[src/rtl/csvs_pkg.sv]
// Shared types, constants and helpers for the CSV line field splitter.
package csvs_pkg;

    localparam int UNIT_W          = 16;
    localparam int KIND_W          = 2;
    localparam int SPACE_DEPTH_DEF = 16;

    localparam logic [UNIT_W-1:0] CH_COMMA = 16'h002C;
    localparam logic [UNIT_W-1:0] CH_QUOTE = 16'h0022;

    typedef enum logic [1:0] {
        ST_IDLE  = 2'd0,
        ST_DRAIN = 2'd1,
        ST_LAST  = 2'd2
    } t_state;

    typedef enum logic [1:0] {
        MODE_NORMAL     = 2'd0,
        MODE_QUOTED     = 2'd1,
        MODE_QUOTE_SEEN = 2'd2
    } t_mode;

    typedef enum logic [KIND_W-1:0] {
        KIND_CHAR      = 2'd0,
        KIND_FIELD_END = 2'd1,
        KIND_LINE_END  = 2'd2
    } t_kind;

    function automatic logic is_space(input logic [UNIT_W-1:0] c);
        return c inside {[16'h0009:16'h000D], 16'h0020, 16'h0085, 16'h00A0, 16'h1680,
                         [16'h2000:16'h200A], 16'h2028, 16'h2029, 16'h202F,
                         16'h205F, 16'h3000};
    endfunction

endpackage

[src/rtl/csvs_if.sv]
// Beat channels of the CSV line field splitter: input units and result items.
interface csvs_in_if;
    logic                        valid;
    logic                        ready;
    logic [csvs_pkg::UNIT_W-1:0] code_unit;
    logic                        end_of_line;

    modport source (output valid, code_unit, end_of_line, input ready);
    modport sink   (input valid, code_unit, end_of_line, output ready);
endinterface

interface csvs_out_if;
    logic                        valid;
    logic                        ready;
    logic [csvs_pkg::UNIT_W-1:0] out_unit;
    logic [csvs_pkg::KIND_W-1:0] kind;
    logic                        trim_overflow;
    logic                        last_of_run;

    modport source (output valid, out_unit, kind, trim_overflow, last_of_run, input ready);
    modport sink   (input valid, out_unit, kind, trim_overflow, last_of_run, output ready);
endinterface

[src/rtl/csv_line_field_splitter.sv]
// Top level: quote/comma parser, trim sequencer and output register.
// A result sits in the output register in the cycle after its input beat.
// Throughput: one beat per cycle unless the output stalls; a non-space after
// buffered spaces holds input off (one buffer read per cycle, then the unit).
// Reset: i_rst_n synchronous, active low; clears the parser and output valid.
// The space buffer is not cleared; entries are read only below the fill count.
module csv_line_field_splitter #(
    parameter int SPACE_DEPTH = csvs_pkg::SPACE_DEPTH_DEF
) (
    input  logic            i_clk,
    input  logic            i_rst_n,
    csvs_in_if.sink         i_in,
    csvs_out_if.source      o_out
);
    import csvs_pkg::*;

    localparam int AW = (SPACE_DEPTH > 1) ? $clog2(SPACE_DEPTH) : 1;
    localparam int CW = $clog2(SPACE_DEPTH + 1);

    t_state            r_state, n_state;
    t_mode             r_mode, n_mode;
    logic              r_started, n_started;
    logic [CW-1:0]     r_count, n_count;
    logic              r_ovf_seen, n_ovf_seen;
    logic [CW-1:0]     r_idx, n_idx;
    logic [UNIT_W-1:0] r_pend, n_pend;

    logic              r_ov, n_ov;
    logic [UNIT_W-1:0] r_unit, n_unit;
    t_kind             r_kind, n_kind;
    logic              r_oflag, n_oflag;
    logic              r_last, n_last;

    logic              out_free;
    logic              in_ready;
    logic              in_fire;
    logic [UNIT_W-1:0] c;
    t_mode             eff_mode;
    logic              do_add;
    logic              do_end;
    t_kind             end_kind;
    logic [UNIT_W-1:0] add_ch;
    logic              emit;
    logic [UNIT_W-1:0] e_unit;
    t_kind             e_kind;
    logic              e_ovf;
    logic              e_last;
    logic [CW-1:0]     idx_inc;

    logic              ram_we;
    logic [AW-1:0]     ram_waddr;
    logic [UNIT_W-1:0] ram_wdata;
    logic [AW-1:0]     ram_raddr;
    logic [UNIT_W-1:0] ram_rdata;

    csvs_space_ram #(
        .DEPTH (SPACE_DEPTH),
        .AW    (AW)
    ) u_space_ram (
        .i_clk   (i_clk),
        .i_we    (ram_we),
        .i_waddr (ram_waddr),
        .i_wdata (ram_wdata),
        .i_raddr (ram_raddr),
        .o_rdata (ram_rdata)
    );

    assign out_free = !r_ov || o_out.ready;
    assign in_ready = (r_state == ST_IDLE) && out_free;
    assign in_fire  = i_in.valid && in_ready;
    assign c        = i_in.code_unit;
    assign idx_inc  = CW'(r_idx + 1'b1);

    always_comb begin
        n_state    = r_state;
        n_mode     = r_mode;
        n_started  = r_started;
        n_count    = r_count;
        n_ovf_seen = r_ovf_seen;
        n_idx      = r_idx;
        n_pend     = r_pend;
        ram_we     = 1'b0;
        ram_waddr  = r_count[AW-1:0];
        ram_wdata  = c;
        ram_raddr  = r_idx[AW-1:0];
        eff_mode   = r_mode;
        do_add     = 1'b0;
        do_end     = 1'b0;
        end_kind   = KIND_FIELD_END;
        add_ch     = c;
        emit       = 1'b0;
        e_unit     = '0;
        e_kind     = KIND_CHAR;
        e_ovf      = 1'b0;
        e_last     = 1'b0;

        case (r_state)
            ST_IDLE: begin
                ram_raddr = '0;
                if (in_fire) begin
                    if ((r_mode == MODE_QUOTE_SEEN) && (c != CH_QUOTE)) begin
                        eff_mode = MODE_NORMAL;
                    end
                    if (i_in.end_of_line) begin
                        do_end   = 1'b1;
                        end_kind = KIND_LINE_END;
                        n_mode   = MODE_NORMAL;
                    end else begin
                        case (eff_mode)
                            MODE_QUOTE_SEEN: begin
                                do_add = 1'b1;
                                add_ch = CH_QUOTE;
                                n_mode = MODE_QUOTED;
                            end
                            MODE_QUOTED: begin
                                if (c == CH_QUOTE) begin
                                    n_mode = MODE_QUOTE_SEEN;
                                end else begin
                                    do_add = 1'b1;
                                end
                            end
                            default: begin
                                n_mode = MODE_NORMAL;
                                if (c == CH_COMMA) begin
                                    do_end = 1'b1;
                                end else if (c == CH_QUOTE) begin
                                    n_mode = MODE_QUOTED;
                                end else begin
                                    do_add = 1'b1;
                                end
                            end
                        endcase
                    end

                    if (do_end) begin
                        emit       = 1'b1;
                        e_kind     = end_kind;
                        e_ovf      = r_ovf_seen;
                        e_last     = 1'b1;
                        n_started  = 1'b0;
                        n_count    = '0;
                        n_ovf_seen = 1'b0;
                    end else if (do_add) begin
                        if (!r_started) begin
                            if (!is_space(add_ch)) begin
                                n_started = 1'b1;
                                emit      = 1'b1;
                                e_unit    = add_ch;
                                e_last    = 1'b1;
                            end
                        end else if (is_space(add_ch)) begin
                            if (r_count < CW'(SPACE_DEPTH)) begin
                                ram_we    = 1'b1;
                                ram_wdata = add_ch;
                                n_count   = CW'(r_count + 1'b1);
                            end else begin
                                n_ovf_seen = 1'b1;
                            end
                        end else if (r_count == '0) begin
                            emit   = 1'b1;
                            e_unit = add_ch;
                            e_last = 1'b1;
                        end else begin
                            n_pend  = add_ch;
                            n_idx   = '0;
                            n_state = ST_DRAIN;
                        end
                    end
                end
            end
            ST_DRAIN: begin
                if (out_free) begin
                    emit      = 1'b1;
                    e_unit    = ram_rdata;
                    n_idx     = idx_inc;
                    ram_raddr = idx_inc[AW-1:0];
                    if (idx_inc == r_count) begin
                        n_state = ST_LAST;
                    end
                end
            end
            ST_LAST: begin
                if (out_free) begin
                    emit    = 1'b1;
                    e_unit  = r_pend;
                    e_last  = 1'b1;
                    n_count = '0;
                    n_state = ST_IDLE;
                end
            end
            default: begin
                n_state = ST_IDLE;
            end
        endcase
    end

    // output register
    always_comb begin
        n_ov    = r_ov;
        n_unit  = r_unit;
        n_kind  = r_kind;
        n_oflag = r_oflag;
        n_last  = r_last;
        if (out_free) begin
            n_ov = emit;
        end
        if (emit) begin
            n_unit  = e_unit;
            n_kind  = e_kind;
            n_oflag = e_ovf;
            n_last  = e_last;
        end
    end

    always_ff @(posedge i_clk) begin
        if (!i_rst_n) begin
            r_state    <= ST_IDLE;
            r_mode     <= MODE_NORMAL;
            r_started  <= 1'b0;
            r_count    <= '0;
            r_ovf_seen <= 1'b0;
            r_idx      <= '0;
            r_ov       <= 1'b0;
        end else begin
            r_state    <= n_state;
            r_mode     <= n_mode;
            r_started  <= n_started;
            r_count    <= n_count;
            r_ovf_seen <= n_ovf_seen;
            r_idx      <= n_idx;
            r_ov       <= n_ov;
        end
    end

    always_ff @(posedge i_clk) begin
        r_pend  <= n_pend;
        r_unit  <= n_unit;
        r_kind  <= n_kind;
        r_oflag <= n_oflag;
        r_last  <= n_last;
    end

    assign i_in.ready          = in_ready;
    assign o_out.valid         = r_ov;
    assign o_out.out_unit      = r_unit;
    assign o_out.kind          = r_kind;
    assign o_out.trim_overflow = r_oflag;
    assign o_out.last_of_run   = r_last;

endmodule

[src/rtl/csvs_space_ram.sv]
// Trailing whitespace buffer: one write port, one registered read port.
module csvs_space_ram #(
    parameter int DEPTH = csvs_pkg::SPACE_DEPTH_DEF,
    parameter int AW    = 4
) (
    input  logic                        i_clk,
    input  logic                        i_we,
    input  logic [AW-1:0]               i_waddr,
    input  logic [csvs_pkg::UNIT_W-1:0] i_wdata,
    input  logic [AW-1:0]               i_raddr,
    output logic [csvs_pkg::UNIT_W-1:0] o_rdata
);
    import csvs_pkg::*;

    logic [UNIT_W-1:0] mem [DEPTH];
    logic [UNIT_W-1:0] r_rdata;

    always_ff @(posedge i_clk) begin
        if (i_we) begin
            mem[i_waddr] <= i_wdata;
        end
        r_rdata <= mem[i_raddr];
    end

    assign o_rdata = r_rdata;

endmodule
[src/flat_wrapper.sv]
// flat-port wrapper written by rule: the top's interface ports become plain ports
module csv_line_field_splitter_flat import csvs_pkg::*;
#(
    parameter int SPACE_DEPTH = csvs_pkg::SPACE_DEPTH_DEF
)
  (i_clk, i_rst_n, i_in_valid, i_in_code_unit, i_in_end_of_line, i_in_ready, o_out_valid, o_out_out_unit, o_out_kind, o_out_trim_overflow, o_out_last_of_run, o_out_ready);
  csvs_in_if i_in_i ();
  csvs_out_if o_out_i ();
  input  logic i_clk;
  input  logic i_rst_n;
  input wire logic [$bits(i_in_i.valid)-1:0] i_in_valid;
  input wire logic [$bits(i_in_i.code_unit)-1:0] i_in_code_unit;
  input wire logic [$bits(i_in_i.end_of_line)-1:0] i_in_end_of_line;
  output wire logic [$bits(i_in_i.ready)-1:0] i_in_ready;
  output wire logic [$bits(o_out_i.valid)-1:0] o_out_valid;
  output wire logic [$bits(o_out_i.out_unit)-1:0] o_out_out_unit;
  output wire logic [$bits(o_out_i.kind)-1:0] o_out_kind;
  output wire logic [$bits(o_out_i.trim_overflow)-1:0] o_out_trim_overflow;
  output wire logic [$bits(o_out_i.last_of_run)-1:0] o_out_last_of_run;
  input wire logic [$bits(o_out_i.ready)-1:0] o_out_ready;
  assign i_in_i.valid = i_in_valid;
  assign i_in_i.code_unit = i_in_code_unit;
  assign i_in_i.end_of_line = i_in_end_of_line;
  assign i_in_ready = i_in_i.ready;
  assign o_out_valid = o_out_i.valid;
  assign o_out_out_unit = o_out_i.out_unit;
  assign o_out_kind = o_out_i.kind;
  assign o_out_trim_overflow = o_out_i.trim_overflow;
  assign o_out_last_of_run = o_out_i.last_of_run;
  assign o_out_i.ready = o_out_ready;
  csv_line_field_splitter #(.SPACE_DEPTH(SPACE_DEPTH)) u_core (.i_clk(i_clk), .i_rst_n(i_rst_n), .i_in(i_in_i), .o_out(o_out_i));
endmodule
[config.mk]
export PLATFORM = sky130hd
export DESIGN_NAME = csv_line_field_splitter_flat
export DESIGN_NICKNAME = d
export VERILOG_FILES = /design/src/rtl/csvs_pkg.sv /design/src/rtl/csvs_if.sv /design/src/rtl/csv_line_field_splitter.sv /design/src/rtl/csvs_space_ram.sv /design/src/flat_wrapper.sv
export SDC_FILE = /design/constraint.sdc
export NUM_CORES = 1
export LEC_CHECK = 0
export BUFFER_PORTS_ARGS = -buffer_cell sky130_fd_sc_hd__buf_2
export CAP_MARGIN = 20
export CORE_ASPECT_RATIO = 1.75
export CORE_MARGIN = 1.5
export CORE_UTILIZATION = 40
export DETAILED_ROUTE_END_ITERATION = 16
export GPL_ROUTABILITY_DRIVEN = 0
export HOLD_SLACK_MARGIN = 0.15
export SLEW_MARGIN = 20
export SYNTH_ARGS = -nofsm -noshare
export SYNTH_HDL_FRONTEND = slang
export SYNTH_SLANG_ARGS = --single-unit
[constraint.sdc]
create_clock -name i_clk -period 8.67 [get_ports i_clk]
set_input_delay 1.734 -clock i_clk [delete_from_list [all_inputs] [get_ports i_clk]]
set_output_delay 1.734 -clock i_clk [all_outputs]
set_load 0.02 [all_outputs]
==> results of run 1 <==
-- critical path: stages --
cell and delay (ps):
sky130_fd_sc_hd__buf_2 210, sky130_fd_sc_hd__nor4_1 770, sky130_fd_sc_hd__o211ai_1 190, sky130_fd_sc_hd__a211oi_1 290, sky130_fd_sc_hd__nor3_1 140, sky130_fd_sc_hd__nor4_2 650, sky130_fd_sc_hd__nand2_1 310, sky130_fd_sc_hd__nor2_2 880
-- area by class of cell --
type,instances,area (um^2)
clock inverters,11,131.4
well taps,405,506.7
fillers,2805,18070
repair buffers,53,292.8
multi-input cells,396,3680
inverters,9,33.78
clock buffers,41,780.7
flip-flops and latches,325,9429
-- state kept, by name, indices dropped and copies added, names as in the netlist, 2 cells and up --
name,flops
u_core.r_pend,16
u_core.u_space_ram.mem,256
u_core.r_idx,5
u_core.r_state,2
u_core.r_mode,2
u_core.o_out.out_unit,16
u_core.u_space_ram.o_rdata,16
u_core.r_count,5
u_core.o_out.kind,2
-- synthesized netlist by cell type, types with 2 or more instances --
cell                       instances
sky130_fd_sc_hd__nand4_1           3
sky130_fd_sc_hd__inv_1             9
sky130_fd_sc_hd__o211ai_1          6
sky130_fd_sc_hd__mux4_2           47
sky130_fd_sc_hd__a21boi_0          2
sky130_fd_sc_hd__xnor2_1           5
sky130_fd_sc_hd__nand2_1          40
sky130_fd_sc_hd__a41oi_1           2
sky130_fd_sc_hd__and4_1            3
sky130_fd_sc_hd__nor2b_1           5
sky130_fd_sc_hd__buf_4             7
sky130_fd_sc_hd__and2_1            8
sky130_fd_sc_hd__a22o_1            2
sky130_fd_sc_hd__a222oi_1         14
sky130_fd_sc_hd__xor2_1            4
sky130_fd_sc_hd__mux2_2           17
sky130_fd_sc_hd__nor3_1            8
sky130_fd_sc_hd__buf_1             7
sky130_fd_sc_hd__clkbuf_1         54
sky130_fd_sc_hd__nand3b_1          4
sky130_fd_sc_hd__a22oi_1           5
sky130_fd_sc_hd__and3_1            4
sky130_fd_sc_hd__o21ai_0          22
sky130_fd_sc_hd__edfxtp_1        292
sky130_fd_sc_hd__mux2i_1          72
sky130_fd_sc_hd__nor2_1           42
sky130_fd_sc_hd__nand3_1          10
sky130_fd_sc_hd__o31ai_1           4
sky130_fd_sc_hd__o21a_1            2
sky130_fd_sc_hd__nor4b_1           2
sky130_fd_sc_hd__or3_1             2
sky130_fd_sc_hd__a21oi_1          13
sky130_fd_sc_hd__dfxtp_1          33
sky130_fd_sc_hd__ha_1              9
sky130_fd_sc_hd__nor4_1            5
sky130_fd_sc_hd__o22ai_1           3
sky130_fd_sc_hd__nand2b_1          9
sky130_fd_sc_hd__buf_2             8
-- through the flow --
stage	std cells	setup WS, ps	total power (uW)	utilization (%)
floorplan	806	3652	1813	-
global placement	1188	2798	1852	42.27
detailed placement	1188	2607	1854	42.32
CTS	1240	3207	3099	45.09
global route	1240	3384	3163	45.12
finish	1240	3643	3074	45.12
-- power groups by stage --
stage	Clock, uW	Combinational, uW	Sequential, uW
finish	1260	98.1	1720
global route	1340	106	1720
CTS	1280	99.1	1720
detailed placement	0	98.9	1750
global placement	0	97.6	1750
floorplan	0	44.9	1770
-- kinds of logic after synthesis --
kind of cell	count (synthesis)	share of synthesized area, %
AO/OA/AOI/OAI	88	4.892
adder cells (fa/ha/maj)	9	0.8418
AND/OR/NAND/NOR	154	5.799
XOR/XNOR	9	0.5892
flip-flops	325	70.49
buffers and inverters	85	2.656
multiplexers	136	14.73
-- layout by cell type, fill, tap and decap left out, types with 14 or more instances in the layout --
master / netlist / final
sky130_fd_sc_hd__edfxtp_1: 292 / 292
sky130_fd_sc_hd__mux2i_1: 72 / 72
sky130_fd_sc_hd__mux4_2: 47 / 47
sky130_fd_sc_hd__buf_2: 8 / 42
sky130_fd_sc_hd__nand2_1: 40 / 40
sky130_fd_sc_hd__dfxtp_1: 33 / 33
sky130_fd_sc_hd__nor2_1: 42 / 31
sky130_fd_sc_hd__clkbuf_16: 0 / 29
sky130_fd_sc_hd__o21ai_0: 22 / 22
sky130_fd_sc_hd__mux2_2: 17 / 17
sky130_fd_sc_hd__a222oi_1: 14 / 14
-- final timing paths --
path	endpoint	slack, ps
setup / recovery	u_core.u_space_ram.mem[8][15]$_DFFE_PP_	3640
hold / removal	u_core.r_ovf_seen$_SDFFE_PN0P_	470
setup reg to reg	u_core.u_space_ram.o_rdata[9]$_DFF_P_	4440
hold reg to reg	u_core.r_ovf_seen$_SDFFE_PN0P_	470
-- routing by layer --
layer / GRT usage, % / up-vias
li1: - / 3155
met1: 18.81 / 3515
met2: 35.27 / 167
met3: 2.185 / 59
met4: 8.793 / 0
met5: 0 / -
==> Implementation_results.wiki, run 1 <==
{| class="wikitable"
! Metric !! Value
|-
| Result of the run || complete, no violations
|-
| RSZ-0062 raised after global routing || no
|-
| Sequential element share of the synthesized area || 70.49%
|-
| GR Util All Layers || 18.10%
|-
| Prevailing post-synth register cell || sky130_fd_sc_hd__edfxtp_1
|-
| Critical path capture point type || flip-flop
|-
| Internal power || 2456 uW
|-
| P_sw || 618.0 uW
|-
| Count of cells along the worst register-to-register path || 10
|-
| Total grt overflow || 0
|-
| Final Skew || 10.10 ps
|-
| Die outline area || 34,590 um^2
|-
| Number of buffers added by the clock tree synthesis step || 28
|-
| Arrival time of data at the critical path endpoint || 5200 ps
|-
| Routed length on met2 || 17.41 mm
|-
| Hold-fix buffers at CTS || 0
|-
| Final hold vios || 0
|-
| Ratio of final minimum period to clock period || 57.99%
|-
| H-tree depth || 1
|-
| Total leakage power || 0.005253 uW
|-
| Highest metal layer with signal wires || met4
|-
| Number of iterations in the first detailed-routing pass || 7
|-
| Horiz. Die Dim || 141.2 um
|-
| Later-pin clock latency in the skew report || 560 ps
|-
| Cell type with the largest total area after synthesis || sky130_fd_sc_hd__edfxtp_1
|-
| Mapped Cells || 806
|-
| Total nets after synthesis || 836
|-
| Synth top area cells || sky130_fd_sc_hd__edfxtp_1 (66%), sky130_fd_sc_hd__mux4_2 (7.9%), sky130_fd_sc_hd__mux2i_1 (5.4%)
|-
| Area share of the largest cell type after synthesis || 65.55%
|-
| I/O Buffers || 42
|-
| Antenna Nets Post-Route || 0
|-
| Vias after detailed routing || 6,896
|-
| Worst slew margin || 20.92%
|-
| Fraction of power consumed by the clock network || 40.8%
|-
| Clock period minus worst slack || 5027 ps
|-
| Final number of max-transition violations || 0
|-
| Detailed-placement wirelength estimate || 19.97 mm
|-
| Hold wc startpoint || u_core.r_ovf_seen$_SDFFE_PN0P_
|-
| IO Count || 43
|-
| Min Hold Slack || 469.0 ps
|-
| Sinks on the clock net || 325
|-
| # rows || 88
|-
| Achievable clock frequency || 0.1989 GHz
|-
| CP startpoint kind || input pin
|-
| Classification of the worst-slack hold path || flip-flop to flip-flop
|-
| Post-synth EDFFs || 292
|-
| Number of maximum-capacitance constraint violations || 0
|-
| Number of buffers added for setup after CTS || 0
|-
| Detailed route wirelength on metal3 || 1.021 mm
|-
| Iteration-0 DRC count of the detailed router || 613
|-
| Met1 Routed Length || 10.68 mm
|-
| Average size of a mapped cell || 16.60 um^2
|-
| Transition at the pin with the smallest max-transition slack || 1186 ps
|-
| Instance area at placement || 13,930 um^2
|-
| Worst Hold Path Cells || 2
|-
| Resize count post-CTS || 0
|-
| TritonCTS clock tree || built
|-
| Number of remaining DRC errors || 0
|-
| Critical Path Start || i_in_code_unit[15]
|-
| Vias in the first global route || 7,296
|-
| Sum of negative setup slack || 0 ps
|-
| Average via count per standard cell || 5.561
|-
| Average wire per cell in the routed design || 24.57 um
|-
| CP required || 8840 ps
|-
| Switching power share of the total || 20.11%
|-
| Starting density of the core || 40.63%
|-
| Comb power frac || 3.2%
|-
| Power per unit of standard cell area || 206.9 nW/um^2
|-
| Ys Warns || 0
|-
| Post-route design area || 14,850 um^2
|-
| Maximum net fanout on the critical path || 20
|-
| Synthesis-to-layout area growth || 11.05%
|-
| Finish-stage setup viols || 0
|-
| Share of synthesized flip-flops with an asynchronous set or reset || 0%
|-
| Maximum number of pins on one net before global-route repair || 57
|-
| Placeable Area || 32,920 um^2
|-
| Net count reported at finish || 843
|-
| Global-route wire length before repair || 45.26 mm
|-
| Number of different library cells in the post-synthesis netlist || 60
|-
| Sequential group share of total power || 56.0%
|-
| Number of antenna violations at the first check in global routing || 0
|-
| Reg-to-reg critical path startpoint || u_core.r_state[1]$_SDFFE_PN0P_
|-
| Fraction of final layout cells with drive strength greater than 1 || 21.92%
|-
| Worst vdd ir || 108.1 uV
|-
| Category of the most critical setup path || input pin to flip-flop
|-
| Clock-pin transition on the worst setup and hold timing paths || 70 ps
|-
| Synth Register Bits || 325
|-
| Buffers from clock root to sink, at most || 3
|-
| Vert. Die Dim || 244.9 um
|-
| Number of antenna diodes || 0
|-
| Total standard cell area after synthesis || 13,380 um^2
|-
| Drt total wl || 30.46 mm
|-
| Root Driver || sky130_fd_sc_hd__clkbuf_16
|}
No activity file was read; power rests on OpenSTA's default activity.
==> run 2, diff against run 1 <==
==> constraint.sdc (replaced) <==
create_clock -name i_clk -period 4.5 [get_ports i_clk]
set_input_delay 0.9 -clock i_clk [delete_from_list [all_inputs] [get_ports i_clk]]
set_output_delay 0.9 -clock i_clk [all_outputs]
set_load 0.02 [all_outputs]
==> Implementation_results.wiki, run 2 (synthesis results as in run 1) <==
{| class="wikitable"
! Metric !! Value
|-
| Finish-stage setup viols || 0
|-
| Critical path capture point type || flip-flop
|-
| Number of buffers added by the clock tree synthesis step || 28
|-
| Fraction of final layout cells with drive strength greater than 1 || 24.80%
|-
| Later-pin clock latency in the skew report || 560 ps
|-
| Final number of max-transition violations || 0
|-
| Transition at the pin with the smallest max-transition slack || 1044 ps
|-
| Sequential group share of total power || 56.3%
|-
| Number of iterations in the first detailed-routing pass || 6
|-
| Fraction of power consumed by the clock network || 40.5%
|-
| Die outline area || 34,590 um^2
|-
| Vias after detailed routing || 7,207
|-
| H-tree depth || 1
|-
| Clock period minus worst slack || 3400 ps
|-
| Critical Path Start || i_in_code_unit[13]
|-
| Total grt overflow || 0
|-
| Clock-pin transition on the worst setup and hold timing paths || 70 ps
|-
| Classification of the worst-slack hold path || flip-flop to flip-flop
|-
| Number of antenna violations at the first check in global routing || 0
|-
| Number of maximum-capacitance constraint violations || 0
|-
| Sinks on the clock net || 325
|-
| Ratio of final minimum period to clock period || 75.55%
|-
| Average wire per cell in the routed design || 25.57 um
|-
| Reg-to-reg critical path startpoint || u_core.r_state[1]$_SDFFE_PN0P_
|-
| Hold-fix buffers at CTS || 0
|-
| Maximum number of pins on one net before global-route repair || 39
|-
| Resize count post-CTS || 0
|-
| RSZ-0062 raised after global routing || no
|-
| Buffers from clock root to sink, at most || 3
|-
| Antenna Nets Post-Route || 0
|-
| TritonCTS clock tree || built
|-
| Instance area at placement || 14,200 um^2
|-
| Maximum net fanout on the critical path || 24
|-
| Achievable clock frequency || 0.2941 GHz
|-
| Net count reported at finish || 874
|-
| Number of buffers added for setup after CTS || 0
|-
| Leading cell type in the layout, fill and taps excluded || sky130_fd_sc_hd__edfxtp_1
|-
| Worst vdd ir || 229.8 uV
|-
| Ordered cell list for the critical path || buf_2 -> or3_1 -> a22oi_1 -> o22ai_1 -> or4_4 -> nor3_2 -> a222oi_1 -> nor2_1
|-
| # rows || 88
|-
| Final Skew || 17.79 ps
|-
| Max reg flops || 256
|-
| Standard cell with the maximum stage delay on the critical path || sky130_fd_sc_hd__nor3_2
|-
| Switching power share of the total || 20.22%
|-
| I/O Buffers || 42
|-
| CP startpoint kind || input pin
|-
| Register name with the most flops || u_core.u_space_ram.mem
|-
| Number of buffers and inverters on the critical path || 1
|-
| Global-route wire length before repair || 47.69 mm
|-
| GR Util All Layers || 19.21%
|-
| Total leakage power || 0.005420 uW
|-
| Power per unit of standard cell area || 390.1 nW/um^2
|-
| Starting density of the core || 40.63%
|-
| Root Driver || sky130_fd_sc_hd__clkbuf_16
|-
| Arrival time of data at the critical path endpoint || 3800 ps
|-
| Internal power || 4696 uW
|-
| Max incr delay on CP || 850 ps
|-
| Sum of negative setup slack || 0 ps
|-
| P_sw || 1190 uW
|-
| Detailed-placement wirelength estimate || 21.01 mm
|-
| Number of remaining DRC errors || 0
|-
| Average via count per standard cell || 5.684
|-
| Filler instances || 2,751
|-
| Iteration-0 DRC count of the detailed router || 652
|-
| IO Count || 43
|-
| Result of the run || complete, no violations
|-
| Synthesis-to-layout area growth || 12.81%
|-
| Category of the most critical setup path || input pin to flip-flop
|-
| Placeable Area || 32,920 um^2
|-
| Drt total wl || 32.42 mm
|-
| Cell type group with the largest total delay on the critical path || simple AND/OR/NAND/NOR gates
|-
| Final hold vios || 0
|-
| Leading cell types in the layout, fill and taps excluded || sky130_fd_sc_hd__edfxtp_1 (292), sky130_fd_sc_hd__mux2i_1 (72), sky130_fd_sc_hd__mux4_2 (47)
|-
| Number of antenna diodes || 0
|-
| Comb power frac || 3.2%
|-
| Vias in the first global route || 7,366
|-
| CP required || 4900 ps
|-
| Post-route design area || 15,090 um^2
|-
| Vert. Die Dim || 244.9 um
|-
| Worst slew margin || 30.03%
|-
| Hold wc startpoint || u_core.r_ovf_seen$_SDFFE_PN0P_
|-
| Horiz. Die Dim || 141.2 um
|}
[run 2: cell count changes in the layout (fill, tap and decap cells not counted), moves of 2 or more]
cell / previous run / this run
sky130_fd_sc_hd__clkbuf_1: 11 / 5
sky130_fd_sc_hd__clkinv_2: 2 / 4
sky130_fd_sc_hd__clkinv_1: 4 / 6
sky130_fd_sc_hd__buf_4: 11 / 38
sky130_fd_sc_hd__buf_12: 0 / 4
[run 2: layer usage]
metal	GRT usage, %	vias up	share of wire, %
met1	20.65	3752	36
met5	0	-	0
met2	36.33	178	55
li1	-	3209	-
met3	2.302	68	3.8
met4	10.08	0	5.2
[run 2: through the flow]
| stage | cells | setup slack, ps | total power, uW | hold slack (ps) | utilization, % |
|---|---|---|---|---|---|
| detailed placement | 1219 | 573.1 | 3571 | 465.1 | 43.13 |
| global route | 1268 | 951.5 | 6056 | 509.4 | 45.83 |
| CTS | 1268 | 1122 | 5945 | 484.5 | 45.83 |
| floorplan | 806 | 316.5 | 3493 | 428.6 | - |
| global placement | 1219 | 587.0 | 3569 | 450.9 | 43.13 |
| finish | 1268 | 1100 | 5886 | 494.3 | 45.83 |
[run 2: worst min-delay path: cells and delay by family, from the launching register on]
| kind | cells | cell delay, ps |
|---|---|---|
| AOI/OAI and AO/OA | 1 | 50 |
| DFF | 1 | 330 |
| and+or+nand+nor | 1 | 80 |
[run 2: final cells by class]
class | count | area, um^2 | area share, %
clock inverters | 15 | 145.1 | 0.9619
multi-input cells | 396 | 3655 | 24.22
flip-flops and latches | 325 | 9429 | 62.49
clock buffers | 34 | 744.5 | 4.934
well taps | 405 | 506.7 | 3.358
repair buffers | 84 | 575.6 | 3.814
inverters | 9 | 33.78 | 0.2239
[run 2: power by group through the flow]
stage / logic, uW / clock network (uW) / registers, uW
floorplan: 86.5 / 0 / 3410
global placement: 186 / 0 / 3380
detailed placement: 188 / 0 / 3380
CTS: 189 / 2440 / 3320
global route: 203 / 2540 / 3320
finish: 188 / 2380 / 3320
[run 2: worst paths after layout]
check | end | slack (ps) | cells past startpoint
worst max-delay path | u_core.o_out.out_unit[4]$_DFFE_PP_ | 1100 | 8
worst min-delay path | u_core.r_ovf_seen$_SDFFE_PN0P_ | 490 | 2
worst max register to register | u_core.o_out.out_unit[4]$_DFFE_PP_ | 1150 | 8
worst min register to register | u_core.r_ovf_seen$_SDFFE_PN0P_ | 490 | 2
